===== config.mk =====
export PLATFORM = sky130hd
export DESIGN_NAME = fat_directory_entry_scanner_unit
export DESIGN_NICKNAME = d
export VERILOG_FILES = /design/src/fdes_pkg.sv /design/src/fat_directory_entry_scanner_unit.sv /design/src/fdes_front.sv /design/src/fdes_queue.sv /design/src/fdes_back.sv
export SDC_FILE = /design/constraint.sdc
export NUM_CORES = 1
export LEC_CHECK = 0
export BUFFER_PORTS_ARGS = -buffer_cell sky130_fd_sc_hd__buf_2
export CORE_ASPECT_RATIO = 1.5
export CORE_MARGIN = 2
export CORE_UTILIZATION = 32
export CTS_CLUSTER_DIAMETER = 200
export DETAILED_ROUTE_END_ITERATION = 16
export GPL_TIMING_DRIVEN = 0
export RECOVER_POWER = 50
export SLEW_MARGIN = 20
export SYNTH_ARGS = -nofsm -noshare
export SYNTH_HDL_FRONTEND = slang
export SYNTH_SLANG_ARGS = --single-unit

===== constraint.sdc =====
create_clock -name clk -period 12.25 [get_ports clk]
set_input_delay 2.45 -clock clk [delete_from_list [all_inputs] [get_ports clk]]
set_output_delay 2.45 -clock clk [all_outputs]
set_load 0.01 [all_outputs]

===== src/fdes_pkg.sv =====
// fdes_pkg: shared constants, item type and helpers for the fat directory entry scanner
// used by fdes_front, fdes_queue, fdes_back and the top level; no dependencies
package fdes_pkg;

  // byte and attribute codes of a short directory entry
  localparam logic [7:0] BYTE_END      = 8'h00;
  localparam logic [7:0] BYTE_DELETED  = 8'hE5;
  localparam logic [7:0] BYTE_SPACE    = 8'h20;
  localparam logic [7:0] BYTE_DOT      = 8'h2E;
  localparam logic [7:0] ATTR_LONGNAME = 8'h0F;
  localparam logic [7:0] ATTR_VOLUME   = 8'h08;
  localparam logic [7:0] ATTR_DIR      = 8'h10;
  localparam logic [7:0] CASE_OFFSET   = 8'd32;
  localparam logic [15:0] COUNT_MAX    = 16'hFFFF;

  // field widths
  localparam int NAME_W    = 64;
  localparam int EXT_W     = 24;
  localparam int ORD_W     = 16;
  localparam int WORD_W    = 32;
  localparam int NAME_HI_W = 32;
  localparam int LEN_W     = 4;
  localparam int NAME_CHARS = 12;

  // classified entry passed from front to back
  typedef struct packed {
    logic              is_end;
    logic [ORD_W-1:0]  ordinal;
    logic              is_selected;
    logic [NAME_W-1:0] name;
    logic [EXT_W-1:0]  ext;
    logic              is_directory;
    logic [WORD_W-1:0] start_cluster;
    logic [WORD_W-1:0] size_bytes;
  } entry_item_t;

  // queue status seen by both sides
  typedef struct packed {
    logic full;
    logic empty;
  } q_status_t;

  // lower-case only 'A'..'Z'
  function automatic logic [7:0] lower_char(input logic [7:0] c);
    logic [7:0] r;
    r = c;
    if (c inside {[8'h41:8'h5A]}) begin
      r = c + CASE_OFFSET;
    end
    return r;
  endfunction

endpackage


===== src/fat_directory_entry_scanner_unit.sv =====
// fat_directory_entry_scanner_unit: top level of the directory entry scanner
// depends on fdes_pkg, fdes_front, fdes_queue and fdes_back
//
//  channel  | ports                 | content
//  ---------+-----------------------+-------------------------------------------
//  input    | in_tvalid/tready/...  | fields of one directory entry per item
//  result   | out_tvalid/tready/... | one decoded entry or end marker per item
//
// one entry is accepted every cycle while the queue is not full; each entry is
// classified into the queue, then its name is built into the result register.
// the two-entry queue lets input flow while a result waits; in_tready drops
// only when the queue is full. reset clears ordinal, end state and queue.
module fat_directory_entry_scanner_unit
  import fdes_pkg::*;
(
  input  logic         clk,
  input  logic         rst_n,
  input  logic         in_tvalid,
  output logic         in_tready,
  // entry_name[63:0], entry_ext[87:64], entry_attributes[95:88],
  // cluster_high_half[111:96], cluster_low_half[127:112], entry_size[159:128],
  // wanted_ordinal[175:160]
  input  logic [175:0] in_tdata,
  // dir_start[0]
  input  logic         in_tuser,
  output logic         out_tvalid,
  input  logic         out_tready,
  // ordinal[15:0], is_selected[16], name_low[80:17], name_high[112:81],
  // name_length[116:113], start_cluster[148:117], is_directory[149],
  // size_bytes[181:150], zero[183:182]
  output logic [183:0] out_tdata,
  // is_end
  output logic         out_tlast
);

  logic                 accept;
  logic                 push;
  logic                 pop;
  entry_item_t          push_item;
  entry_item_t          pop_item;
  q_status_t            status;
  logic [ORD_W-1:0]     ordinal;
  logic                 is_selected;
  logic [NAME_W-1:0]    name_low;
  logic [NAME_HI_W-1:0] name_high;
  logic [LEN_W-1:0]     name_length;
  logic [WORD_W-1:0]    start_cluster;
  logic                 is_directory;
  logic [WORD_W-1:0]    size_bytes;

  assign in_tready = !status.full;
  assign accept    = in_tvalid && in_tready;

  // classification and directory state
  fdes_front u_front (
    .clk               (clk),
    .rst_n             (rst_n),
    .accept            (accept),
    .entry_name        (in_tdata[63:0]),
    .entry_ext         (in_tdata[87:64]),
    .entry_attributes  (in_tdata[95:88]),
    .cluster_high_half (in_tdata[111:96]),
    .cluster_low_half  (in_tdata[127:112]),
    .entry_size        (in_tdata[159:128]),
    .dir_start         (in_tuser),
    .wanted_ordinal    (in_tdata[175:160]),
    .push              (push),
    .push_item         (push_item)
  );

  // decoupling queue
  fdes_queue u_queue (
    .clk       (clk),
    .rst_n     (rst_n),
    .push      (push),
    .push_item (push_item),
    .pop       (pop),
    .pop_item  (pop_item),
    .status    (status)
  );

  // name build and result register
  fdes_back u_back (
    .clk               (clk),
    .rst_n             (rst_n),
    .item              (pop_item),
    .status            (status),
    .pop               (pop),
    .out_valid         (out_tvalid),
    .out_ready         (out_tready),
    .out_is_end        (out_tlast),
    .out_ordinal       (ordinal),
    .out_is_selected   (is_selected),
    .out_name_low      (name_low),
    .out_name_high     (name_high),
    .out_name_length   (name_length),
    .out_start_cluster (start_cluster),
    .out_is_directory  (is_directory),
    .out_size_bytes    (size_bytes)
  );

  assign out_tdata = {2'b00, size_bytes, is_directory, start_cluster, name_length,
                      name_high, name_low, is_selected, ordinal};

endmodule


===== src/fdes_front.sv =====
// fdes_front: accepts entries, tracks ordinal and end-of-directory state, classifies
// depends on fdes_pkg; pushes visible and end items into fdes_queue
module fdes_front
  import fdes_pkg::*;
(
  input  logic              clk,
  input  logic              rst_n,
  input  logic              accept,
  input  logic [NAME_W-1:0] entry_name,
  input  logic [EXT_W-1:0]  entry_ext,
  input  logic [7:0]        entry_attributes,
  input  logic [15:0]       cluster_high_half,
  input  logic [15:0]       cluster_low_half,
  input  logic [WORD_W-1:0] entry_size,
  input  logic              dir_start,
  input  logic [ORD_W-1:0]  wanted_ordinal,
  output logic              push,
  output entry_item_t       push_item
);

  logic [ORD_W-1:0] count_r, count_nxt;
  logic             ended_r, ended_nxt;
  logic [ORD_W-1:0] cnt_eff;
  logic             ended_eff;
  logic [7:0]       first_byte;
  logic             hidden;

  // classification of the incoming entry
  always_comb begin
    cnt_eff    = dir_start ? '0 : count_r;
    ended_eff  = dir_start ? 1'b0 : ended_r;
    first_byte = entry_name[7:0];
    hidden     = (first_byte == BYTE_DELETED) || (entry_attributes == ATTR_LONGNAME) ||
                 ((entry_attributes & ATTR_VOLUME) != 8'h00);

    count_nxt = count_r;
    ended_nxt = ended_r;
    push      = 1'b0;
    push_item = '0;

    if (accept) begin
      count_nxt = cnt_eff;
      ended_nxt = ended_eff;
      if (!ended_eff) begin
        if (first_byte == BYTE_END) begin
          // end marker: one end item, everything else zero
          ended_nxt        = 1'b1;
          push             = 1'b1;
          push_item.is_end = 1'b1;
        end else if (!hidden) begin
          push                    = 1'b1;
          push_item.ordinal       = cnt_eff;
          push_item.is_selected   = (cnt_eff == wanted_ordinal);
          push_item.name          = entry_name;
          push_item.ext           = entry_ext;
          push_item.is_directory  = (entry_attributes & ATTR_DIR) != 8'h00;
          push_item.start_cluster = {cluster_high_half, cluster_low_half};
          push_item.size_bytes    = entry_size;
          if (cnt_eff != COUNT_MAX) begin
            count_nxt = cnt_eff + ORD_W'(1);
          end
        end
      end
    end
  end

  // directory state
  always_ff @(posedge clk) begin
    if (!rst_n) begin
      count_r <= '0;
      ended_r <= 1'b0;
    end else begin
      count_r <= count_nxt;
      ended_r <= ended_nxt;
    end
  end

endmodule


===== src/fdes_queue.sv =====
// fdes_queue: two-entry queue of classified items between front and back
// depends on fdes_pkg for entry_item_t and q_status_t
module fdes_queue
  import fdes_pkg::*;
(
  input  logic        clk,
  input  logic        rst_n,
  input  logic        push,
  input  entry_item_t push_item,
  input  logic        pop,
  output entry_item_t pop_item,
  output q_status_t   status
);

  entry_item_t slot_r [2];
  logic        wr_ptr_r, wr_ptr_nxt;
  logic        rd_ptr_r, rd_ptr_nxt;
  logic [1:0]  fill_r, fill_nxt;

  assign status.full  = (fill_r == 2'd2);
  assign status.empty = (fill_r == 2'd0);
  assign pop_item     = slot_r[rd_ptr_r];

  // pointer and fill update
  always_comb begin
    wr_ptr_nxt = push ? ~wr_ptr_r : wr_ptr_r;
    rd_ptr_nxt = pop ? ~rd_ptr_r : rd_ptr_r;
    fill_nxt   = fill_r;
    if (push && !pop) begin
      fill_nxt = fill_r + 2'd1;
    end else if (pop && !push) begin
      fill_nxt = fill_r - 2'd1;
    end
  end

  always_ff @(posedge clk) begin
    if (!rst_n) begin
      wr_ptr_r <= 1'b0;
      rd_ptr_r <= 1'b0;
      fill_r   <= 2'd0;
    end else begin
      wr_ptr_r <= wr_ptr_nxt;
      rd_ptr_r <= rd_ptr_nxt;
      fill_r   <= fill_nxt;
    end
  end

  // item storage
  always_ff @(posedge clk) begin
    if (push) begin
      slot_r[wr_ptr_r] <= push_item;
    end
  end

endmodule


===== src/fdes_back.sv =====
// fdes_back: builds the lower-cased 8.3 name and holds the result register
// depends on fdes_pkg; drains items from fdes_queue
module fdes_back
  import fdes_pkg::*;
(
  input  logic                 clk,
  input  logic                 rst_n,
  input  entry_item_t          item,
  input  q_status_t            status,
  output logic                 pop,
  output logic                 out_valid,
  input  logic                 out_ready,
  output logic                 out_is_end,
  output logic [ORD_W-1:0]     out_ordinal,
  output logic                 out_is_selected,
  output logic [NAME_W-1:0]    out_name_low,
  output logic [NAME_HI_W-1:0] out_name_high,
  output logic [LEN_W-1:0]     out_name_length,
  output logic [WORD_W-1:0]    out_start_cluster,
  output logic                 out_is_directory,
  output logic [WORD_W-1:0]    out_size_bytes
);

  logic                  valid_r, valid_nxt;
  logic                  is_end_r;
  logic [ORD_W-1:0]      ordinal_r;
  logic                  selected_r;
  logic [NAME_W-1:0]     name_low_r;
  logic [NAME_HI_W-1:0]  name_high_r;
  logic [LEN_W-1:0]      name_len_r;
  logic [WORD_W-1:0]     cluster_r;
  logic                  is_dir_r;
  logic [WORD_W-1:0]     size_r;

  logic [LEN_W-1:0]      base_len;
  logic [1:0]            ext_len;
  logic                  has_ext;
  logic [7:0]            base_lc [8];
  logic [7:0]            ext_lc [3];
  logic [7:0]            chars [NAME_CHARS];
  logic [LEN_W-1:0]      name_len;

  assign pop       = !status.empty && (!valid_r || out_ready);
  assign valid_nxt = pop ? 1'b1 : (out_ready ? 1'b0 : valid_r);

  // base and extension lengths, up to the first space
  always_comb begin
    base_len = LEN_W'(8);
    for (int k = 7; k >= 0; k--) begin
      if (item.name[8*k +: 8] == BYTE_SPACE) begin
        base_len = LEN_W'(k);
      end
    end
    has_ext = (item.ext[7:0] != BYTE_SPACE);
    ext_len = 2'd3;
    for (int k = 2; k >= 1; k--) begin
      if (item.ext[8*k +: 8] == BYTE_SPACE) begin
        ext_len = 2'(k);
      end
    end
    for (int k = 0; k < 8; k++) begin
      base_lc[k] = lower_char(item.name[8*k +: 8]);
    end
    for (int k = 0; k < 3; k++) begin
      ext_lc[k] = lower_char(item.ext[8*k +: 8]);
    end
  end

  // place each output character position
  always_comb begin
    for (int p = 0; p < NAME_CHARS; p++) begin
      chars[p] = 8'h00;
      for (int k = 0; k < 8; k++) begin
        if ((k == p) && (k < int'(base_len))) begin
          chars[p] = base_lc[k];
        end
      end
      if (has_ext && (p == int'(base_len))) begin
        chars[p] = BYTE_DOT;
      end
      for (int k = 0; k < 3; k++) begin
        if (has_ext && (p == int'(base_len) + 1 + k) && (k < int'(ext_len))) begin
          chars[p] = ext_lc[k];
        end
      end
    end
    name_len = has_ext ? (base_len + LEN_W'(ext_len) + LEN_W'(1)) : base_len;
  end

  // result valid flag
  always_ff @(posedge clk) begin
    if (!rst_n) begin
      valid_r <= 1'b0;
    end else begin
      valid_r <= valid_nxt;
    end
  end

  // result payload; end items carry zeros
  always_ff @(posedge clk) begin
    if (pop) begin
      is_end_r <= item.is_end;
      if (item.is_end) begin
        ordinal_r   <= '0;
        selected_r  <= 1'b0;
        name_low_r  <= '0;
        name_high_r <= '0;
        name_len_r  <= '0;
        cluster_r   <= '0;
        is_dir_r    <= 1'b0;
        size_r      <= '0;
      end else begin
        ordinal_r   <= item.ordinal;
        selected_r  <= item.is_selected;
        name_low_r  <= {chars[7], chars[6], chars[5], chars[4],
                        chars[3], chars[2], chars[1], chars[0]};
        name_high_r <= {chars[11], chars[10], chars[9], chars[8]};
        name_len_r  <= name_len;
        cluster_r   <= item.start_cluster;
        is_dir_r    <= item.is_directory;
        size_r      <= item.size_bytes;
      end
    end
  end

  assign out_valid         = valid_r;
  assign out_is_end        = is_end_r;
  assign out_ordinal       = ordinal_r;
  assign out_is_selected   = selected_r;
  assign out_name_low      = name_low_r;
  assign out_name_high     = name_high_r;
  assign out_name_length   = name_len_r;
  assign out_start_cluster = cluster_r;
  assign out_is_directory  = is_dir_r;
  assign out_size_bytes    = size_r;

endmodule


==> results of run 1 <==
[final timing paths]
path | startpoint | to | slack, ns
worst max-delay path | out_tready | u_back.out_is_end | 4.23
worst max register to register | flop | u_back.out_name_low[55] | 5.18
worst min register to register | u_queue.slot_r[0][160] | u_back.out_ordinal[6] | 0.53
worst min-delay path | u_queue.slot_r[0][160] | u_back.out_ordinal[6] | 0.53
[cells in the final DEF, fill, tap and decap left out, types with 25 or more instances in the layout]
master     Yosys  layout
o21ai_0       77      77
buf_2         32     203
nor3_1        38      38
nor2_1       188     188
mux2_2        55      55
and2_1       183      74
clkbuf_16      0      53
a31oi_1       28      28
inv_1         33      33
edfxtp_1     525     525
o22ai_1       34      34
mux2i_1      175     169
nand2_1      136     136
and2_0         0     108
a21oi_1       59      59
nand3_1       58      58
o211ai_1      46      46
clkbuf_1      70     275
nand4_1       25      25
[where the power goes]
| part | internal [mW] | switching [mW] |
|---|---|---|
| Clock | 0.897 | 0.733 |
| Sequential | 2.56 | 0.117 |
| Combinational | 0.674 | 1.55 |
[layer usage]
layer | vias to the layer above | part of all wire | GRT usage
li1 | 9090 | - | -
met1 | 9617 | 0.36 | 0.230
met2 | 805 | 0.52 | 0.391
met3 | 253 | 0.059 | 0.0418
met4 | 30 | 0.063 | 0.121
met5 | - | 0.0022 | 0
[logic make-up (layout without fill, tap and decap cells)]
kind of cell,count (synthesis),after routing,synth area share
simple gates,766,766,0.151
buf+inv,156,634,0.0262
compound gates,402,402,0.106
flops,548,548,0.608
fa+ha+maj,23,23,0.0111
mux,235,235,0.0917
xor+xnor,19,19,0.00623
other cells,1,12,0.000140
[registers in the layout (all words and copies together), names as in the netlist, 2 cells and up, named ones only]
register,cells
u_back.out_name_high,32
u_back.out_name_length,4
u_back.out_name_low,64
u_back.out_ordinal,16
u_back.out_size_bytes,32
u_back.out_start_cluster,32
u_front.count_r,16
u_queue.fill_r,2
u_queue.slot_r,342
[per-stage QoR]
step / TNS (ns) / hold slack [ns]
final: 0 / 0.533
after floorplan: 0 / 0.491
after global routing: 0 / 0.569
after CTS: 0 / 0.533
after global placement: -1132.87 / 0.510
after detailed placement: 0 / 0.522
[area by class of cell]
cell class | instances | area [sq um] | area share
antenna | 10 | 25.0 | 0.000788
clock inverter | 35 | 378 | 0.0119
multi-input combinational | 1447 | 9810 | 0.309
timing repair buffer | 379 | 1850 | 0.0582
inverter | 35 | 134 | 0.00422
sequential | 548 | 16200 | 0.511
clock buffer | 64 | 1370 | 0.0431
buffer | 121 | 567 | 0.0179
tap | 1113 | 1390 | 0.0439
[worst max-delay path, delay by kind of cell]
kind,cells,cell delay (ns)
AND/OR/NAND/NOR,2,1.46
buffers and inverters,5,4.29
==> run metrics, run 1 <==
status finished, violations left; failing checks max-capacitance violations, max-slew violations; Final Setup Violations 0; Yosys cell types 104; ys async rst share 0; Overall Power ~6.5 mW; FMAX 125 MHz; RSZ-0062 raised after global routing false; list of most frequent post-synthesis cells edfxtp_1 (525), nor2_1 (188), and2_1 (183); hold path depth 2; H-Tree Depth 2; post_cts resized 0; measured slew at the worst slew-check pin 1.93 ns; DR pass1 iterations 8; Final Slew Violations 67; Final Hold Fails 0; total wire length around 94000 microns; vias in the first global route 19.8k; Area Overhead vs Synth 18.9%; slowest stage delay, CP approximately 1.4 ns; Final HPWL DP 74400 microns; post-route setup slack 4.23 ns; final period utilization 0.654; Initial DRC Count 1600; die area ~0.086 sq mm; hold-fix buffers at CTS 0; max_cap viols 3; Crit-path slowest cell nor2_1; fin crit period ~8.0 ns; synthesis warning total 0; via density per instance 5.28; synthesized area 0.0267 sq mm; Top FF cell, synth edfxtp_1; clock slew at reported path FFs 0.07 ns; Final nets 2789; cell taking the most area after synthesis edfxtp_1; type of origin of the critical path input pin; share of cells above drive strength 1 0.161; Initial Util 0.323; WS Path Type in -> reg; critical path fanouts, max 24; Power Density 206 mW/mm^2; GP Congestion slightly below 1; most frequent cell after synthesis edfxtp_1; R2R cell count 25; synth top area cells edfxtp_1 (59%), mux2i_1 (6.6%), and2_1 (4.3%); global-route wire length before repair 133000 microns; element type at the critical path end flop; # IOs approximately 370; core footprint 0.0826 sq mm; placed instance area 0.0304 sq mm; drt wl/cell 25.1 microns; remaining antenna violation count 0; cts bufs inserted 53; dpl ws roughly 5.3 ns; largest net degree at the start of global routing 53; Syn Inst Count 2150; most used cell, CP clkbuf_1; HP Class reg -> reg; Vias 19.8k; Clock Skew 0.0377 ns; Max-slew headroom -0.289; row count around 130; Port Buffers between 300 and 400; Worst EP required roughly 12 ns; Root Buffer clkbuf_16; Final Core Density 0.384; grt ovf 0; # fillers 8164; Clk Latency, worst-skew pair ~0.64 ns; Peak VDD IR roughly 120 uV; post-route cell area 0.0317 sq mm; Critical Path AT 8.26 ns; postcts setup bufs 0; Leakage 10.9 nW; Clock Tree Buf Depth 3; Num Clock Sinks 548; Seq/Total Area, Yosys 0.608; Cells after DPL 3643; die width 240 microns; top cell type's share of synthesized area 0.590; DIE HEIGHT 358 microns; number of synthesized flops with an enable pin 525; Synth Register Bits roughly 550; initial antenna violation count 28; Avg Cell Area, Syn 12.4 sq um; Total GRT Usage 0.214; final instance count without filler cells about 3.8k; CTS tree yes; drt drc 0; CP cell instances buf_2 > nor2b_1 > nor2_1 > clkbuf_1 > clkbuf_1 > clkbuf_1 > clkbuf_1
Power figures use the tool's default switching activity.
==> run 2, diff against run 1 <==
==> constraint.sdc (replaced) <==
create_clock -name clk -period 7 [get_ports clk]
set_input_delay 1.4 -clock clk [delete_from_list [all_inputs] [get_ports clk]]
set_output_delay 1.4 -clock clk [all_outputs]
set_load 0.01 [all_outputs]
==> run 2 against run 1 <==
The flow still finishes with violations (max-capacitance violations, max-slew violations). Register-to-register slack got worse by 4.8 ns. Via count hardly changed. Die area is the same. Worst hold slack gained 0.014 ns. Global-route usage decreased by 0.24 points. Clock-buffer cell count fell by 2. Combinational power up 74%. Final cell count decreased by 0.16%. Core utilization hardly changed. Clock skew shrank 0.013 ns. First-iteration DRC count decreased by 9.9%. Largest cell class unchanged.
==> run metrics, run 2 (synthesis gave the netlist of run 1 again) <==
total wire length 93200 microns (was 94200 microns); FMAX 152 MHz; fin crit period 6.57 ns; Leakage 10.9 nW (about the same); element type at the critical path end flop (unchanged); core footprint 0.0826 sq mm (unchanged); CTS tree yes (unchanged); critical path fanouts, max 10 (was 24); Final Slew Violations 56 (was 67); type of origin of the critical path flop (was input pin); Clock Tree Buf Depth 3 (unchanged); largest net degree at the start of global routing 53 (unchanged); Largest register FFs 342 (unchanged); Worst EP required 7.33 ns (was 12.49 ns); max_cap viols 3 (unchanged); share of cells above drive strength 1 0.162 (was 0.161); vias in the first global route 20.0k (was 19.8k); Peak VDD IR 227 uV (was 125 uV); initial antenna violation count 31 (was 28); post-route setup slack 0.430 ns (was 4.23 ns); status finished, violations left (unchanged); failing checks max-capacitance violations, max-slew violations (unchanged); Num Clock Sinks 548 (unchanged); RSZ-0062 raised after global routing false (unchanged); Critical Path AT 6.90 ns (was 8.26 ns); Clock Skew 0.0245 ns (was 0.0377 ns); remaining antenna violation count 0 (unchanged); Final TNS setup 0 ns (unchanged); DIE HEIGHT 358 microns (unchanged); Final Setup Violations 0 (unchanged); Total GRT Usage 0.212 (was 0.214); grt ovf 0 (unchanged); Clk Latency, worst-skew pair 0.64 ns (about the same); final period utilization 0.939; via density per instance 5.29 (was 5.28); Overall Power 11.4 mW (was 6.52 mW); final instance count without filler cells 3746 (was 3752); Area Overhead vs Synth 18.9% (about the same); measured slew at the worst slew-check pin 2.05 ns (was 1.93 ns); largest register by flop count u_queue.slot_r (unchanged); Initial Util 0.323 (unchanged); Max-slew headroom -0.369 (was -0.289); post-route cell area 0.0317 sq mm (about the same); Power Density 360 mW/mm^2 (was 206 mW/mm^2); clock slew at reported path FFs 0.06 ns (was 0.07 ns); die area 0.0858 sq mm (unchanged); # fillers 8202 (was 8164); cts bufs inserted 53 (unchanged); Initial DRC Count 1442 (was 1600); commonest non-fill, non-tap cell in the layout edfxtp_1 (unchanged); placed instance area 0.0304 sq mm (about the same); H-Tree Depth 2 (unchanged); most frequent cells in the layout edfxtp_1 (525), clkbuf_1 (271), buf_2 (204) (was edfxtp_1 (525), clkbuf_1 (275), buf_2 (203)); die width 240 microns (unchanged); DR pass1 iterations 5 (was 8); Final HPWL DP 72700 microns (was 74400 microns); dpl ws -0.259 ns (was 5.26 ns); WS Path Type reg -> reg (was in -> reg); HP Class reg -> reg (unchanged); drt drc 0 (unchanged); Root Buffer clkbuf_16 (unchanged); # IOs 368 (unchanged); Port Buffers 359 (unchanged); GP Congestion 0.998 (was 0.994); Vias 19.8k (about the same); Cells after DPL 3641 (was 3643); row count 129 (unchanged); drt wl/cell 24.9 microns (was 25.1 microns); global-route wire length before repair 133000 microns (about the same); Final Hold Fails 0 (unchanged); Final nets 2785 (was 2789)
## run 2: what timing repair did
| action | 4_1_cts | 5_1_grt |
|---|---|---|
| hold buffers | 0 | 0 |
| setup buffers | 0 | 0 |
| setup endpoints to repair | 29 | 23 |
| resized for setup | 1 | 3 |
## run 2: per-layer routing
layer | GRT usage | up-vias | wire (microns)
met3 | 0.0436 | 282 | 5940
met4 | 0.127 | 36 | 6100
met5 | 0 | - | 215
met1 | 0.226 | 9596 | 33200
met2 | 0.383 | 831 | 47700
li1 | - | 9064 | -
## run 2: report_power, final
group / internal (mW) / switching [mW] / leakage [nW]
combinational: 1.17 / 2.68 / 4.90
sequential: 4.47 / 0.205 / 5.20
clock: 1.60 / 1.29 / 0.846
total: 7.25 / 4.18 / 10.9
## run 2: worst max-delay path, stage by stage (launching register included)
cell and delay, ns:
dfxtp_1 0.33, buf_6 0.14, buf_6 0.17, buf_2 0.42, mux2i_1 0.24, a211oi_1 0.76, a2111o_1 0.27, and2_1 0.25
inv_1 0.12, ha_2 0.30, nor3_2 0.29, nor2_1 0.12, buf_4 0.21, inv_4 0.16, ha_1 0.45, inv_1 0.26
o2111a_1 0.26, o31ai_4 0.50, or2_1 0.22, buf_2 0.22, o2111ai_1 0.15, o211ai_1 0.21, a21oi_1 0.18
## run 2: area by class of cell
type / count / area (sq um) / share of cell area
inverters: 35 / 134 / 0.00422
diodes: 9 / 22.5 / 0.000710
clock inverters: 36 / 398 / 0.0125
well taps: 1113 / 1390 / 0.0439
flip-flops and latches: 548 / 16200 / 0.511
multi-input cells: 1447 / 9810 / 0.309
clock buffers: 62 / 1360 / 0.0429
repair buffers: 377 / 1830 / 0.0577
plain buffers: 119 / 559 / 0.0176
## run 2: stage by stage
| stage | hold WS [ns] | util |
|---|---|---|
| 2_1_floorplan | 0.491 | - |
| 3_3_place_gp | 0.508 | 0.362 |
| 3_5_place_dp | 0.545 | 0.367 |
| 4_1_cts | 0.550 | 0.389 |
| 5_1_grt | 0.578 | 0.384 |
| 6_report | 0.547 | 0.384 |
## run 2: path summary, 6_finish.rpt
check	cells past startpoint	slack, ns	start	end
max	22	0.43	flop	u_back.out_name_low[61]
min	2	0.55	u_front.count_r[13]	u_front.count_r[14]
min reg2reg	2	0.55	u_front.count_r[13]	u_front.count_r[14]
max reg2reg	22	0.43	flop	u_back.out_name_low[61]
==> run 3, diff against run 2 <==
--- a/config.mk
+++ b/config.mk
@@ -13,6 +13,7 @@
 export DETAILED_ROUTE_END_ITERATION = 16
 export GPL_TIMING_DRIVEN = 0
 export RECOVER_POWER = 50
+export REMOVE_ABC_BUFFERS = 1
 export SLEW_MARGIN = 20
 export SYNTH_ARGS = -nofsm -noshare
 export SYNTH_HDL_FRONTEND = slang
==> run 3 against run 2 <==
The flow still finishes with violations (max-capacitance violations, max-slew violations). Via count fell by 2.2%. Global-route usage fell by 1.5 points. Clock skew rose by 0.0039 ns. Core utilization barely moved. Critical path type unchanged. Worst hold slack improved by 0.015 ns. Sequential cell count did not move. Highest routed layer unchanged. Die area did not move. Design area barely moved. Power rose by 0.72%.
==> run metrics, run 3 (synthesis gave the netlist of run 1 again) <==
status finished, violations left (unchanged); failing checks max-capacitance violations, max-slew violations (unchanged); Final Slew Violations 230 (was 56); Final Setup Violations 0 (unchanged); max_cap viols 7 (was 3); Max-slew headroom -1.48 (was -0.369); WHS Endpoint u_back.out_ordinal[3] (was u_front.count_r[14]); element type at the critical path end flop (unchanged); Worst EP required 7.34 ns (was 7.33 ns); Final nets 2691 (was 2785); grt ovf 0 (unchanged); drt drc 0 (unchanged); Top Layer Used met5 (unchanged); Root Buffer clkbuf_16 (unchanged); # IOs 368 (unchanged); Clock Skew 0.0283 ns (was 0.0245 ns); final instance count without filler cells 3650 (was 3746); Total GRT Usage 0.197 (was 0.212); type of origin of the critical path flop (unchanged); H-Tree Depth 2 (unchanged); total wire length 86500 microns (was 93200 microns); CTS tree yes (unchanged); post-route setup slack 0.326 ns (was 0.430 ns); Vias 19.4k (was 19.8k); Num Clock Sinks 548 (unchanged); GP Congestion 0.955 (was 0.998); drt wl/cell 23.7 microns (was 24.9 microns); measured slew at the worst slew-check pin 3.72 ns (was 2.05 ns); Routed met2 length 43300 microns (was 47700 microns); cts bufs inserted 56 (was 53); vias in the first global route 19.4k (was 20.0k); hold_sp u_queue.slot_r[0][157] (was u_front.count_r[13]); hold path depth 2 (unchanged); Final Hold Fails 0 (unchanged); critical path fanouts, max 59 (was 10); Critical Path AT 7.02 ns (was 6.90 ns); Final Core Density 0.384 (about the same); RR Endpoint u_back.out_name_low[52] (was u_back.out_name_low[61]); R2R cell count 22 (unchanged); WS Path Type reg -> reg (unchanged); RSZ-0062 raised after global routing false (unchanged); Largest register FFs 342 (unchanged); commonest non-fill, non-tap cell in the layout edfxtp_1 (unchanged); Cells after DPL 3539 (was 3641); HP Class reg -> reg (unchanged); DIE HEIGHT 358 microns (unchanged); die width 240 microns (unchanged); die area 0.0858 sq mm (unchanged); row count 129 (unchanged); core footprint 0.0826 sq mm (unchanged); Leakage 10.9 nW (about the same); FMAX 150 MHz (was 152 MHz); clock slew at reported path FFs 0.07 ns (was 0.06 ns); Clk Latency, worst-skew pair 0.62 ns (was 0.64 ns); dpl ws -1.24 ns (was -0.259 ns); remaining antenna violation count 0 (unchanged); # fillers 8098 (was 8202); Area Overhead vs Synth 18.7% (was 18.9%); share of cells above drive strength 1 0.162 (about the same); Final TNS setup 0 ns (unchanged); Port Buffers 359 (unchanged); Hold Slack 0.562 ns (was 0.547 ns); Met1 Routed Length 32100 microns (was 33200 microns); Initial DRC Count 1373 (was 1442); Clock Tree Buf Depth 3 (unchanged); Final HPWL DP 64200 microns (was 72700 microns); most frequent cells in the layout edfxtp_1 (525), clkbuf_1 (210), nor2_1 (185) (was edfxtp_1 (525), clkbuf_1 (271), buf_2 (204)); reg-to-reg slack, setup 0.33 ns (was 0.43 ns); Initial Util 0.323 (unchanged); largest net degree at the start of global routing 71 (was 53); global-route wire length before repair 126000 microns (was 133000 microns); final period utilization 0.953 (was 0.939); initial antenna violation count 27 (was 31); metal3 WL 5800 microns (was 5940 microns); Power Density 363 mW/mm^2 (was 360 mW/mm^2); largest register by flop count u_queue.slot_r (unchanged); fin crit period 6.67 ns (was 6.57 ns); Peak VDD IR 381 uV (was 227 uV); DR pass1 iterations 5 (unchanged); hold-fix buffers at CTS 0 (unchanged); via density per instance 5.31 (was 5.29)
[run 3: cell types whose count changed in the layout (fill, tap and decap cells not counted), sizes merged]
cell / previous run / this run
clkbuf: 327 / 267
buf: 231 / 198
clkinv: 22 / 18
bufinv: 5 / 8
diode: 9 / 7
clkinvlp: 4 / 3
inv: 40 / 41
[run 3: metrics by stage]
step / cell area (sq um) / total power, mW
finish: 31700 / 11.5
global route: 31700 / 12.0
CTS: 32200 / 11.8
detailed placement: 30200 / 8.68
global placement: 29300 / 8.50
floorplan: 26100 / 7.41
[run 3: worst max-delay path: stages, from the launching register on]
cell and delay (ns):
dfxtp_4 0.38, buf_12 0.23, buf_16 0.28, buf_16 0.30, or4b_1 0.46, o22ai_1 0.33, o211ai_1 0.23, a2111o_1 0.53
and2_1 0.24, inv_1 0.16, ha_4 0.27, inv_1 0.09, a21oi_1 0.31, nor2_4 0.17, inv_4 0.19, ha_2 0.35
inv_1 0.23, a2111oi_4 0.37, o31ai_4 0.19, or2_4 0.36, o221ai_1 0.10, o21ai_1 0.10, o22ai_1 0.45
[run 3: final cells by class]
cell class / instances / area (sq um) / share of cell area
Antenna cell: 7 / 17.5 / 0.000552
Clock buffer: 66 / 1460 / 0.0461
Clock inverter: 35 / 419 / 0.0132
Inverter: 35 / 139 / 0.00438
Multi-Input combinational cell: 1447 / 9910 / 0.313
Sequential cell: 548 / 16200 / 0.512
Tap cell: 1113 / 1390 / 0.0439
Timing Repair Buffer: 399 / 2140 / 0.0674
[run 3: power breakdown]
part / total (mW) / leakage, nW / switching [mW] / internal (mW)
clock network: 3.08 / 0.913 / 1.29 / 1.79
logic: 3.75 / 4.76 / 2.55 / 1.20
registers: 4.67 / 5.20 / 0.192 / 4.48
[run 3: what timing repair did]
action                     CTS  global route
gates cloned                 0             0
pin swaps                    1             1
setup buffers                1             2
resized for setup           14             2
setup endpoints to repair   96            47
[run 3: metal layers]
metal,up-vias,GRT usage
li1,8895,-
met1,9439,0.219
met2,755,0.349
met3,252,0.0430
met4,32,0.109
met5,-,0
[run 3: worst max path at each step]
stage	start	to	slack [ns]
after global placement	flop	u_back.out_name_low[27]	-17.39
after CTS	flop	u_back.out_name_low[46]	0.02
after floorplan	flop	u_back.out_name_high[29]	-7.22
after global routing	flop	u_back.out_name_low[12]	0.01
final	flop	u_back.out_name_low[52]	0.33
after detailed placement	flop	u_back.out_name_low[52]	-1.24
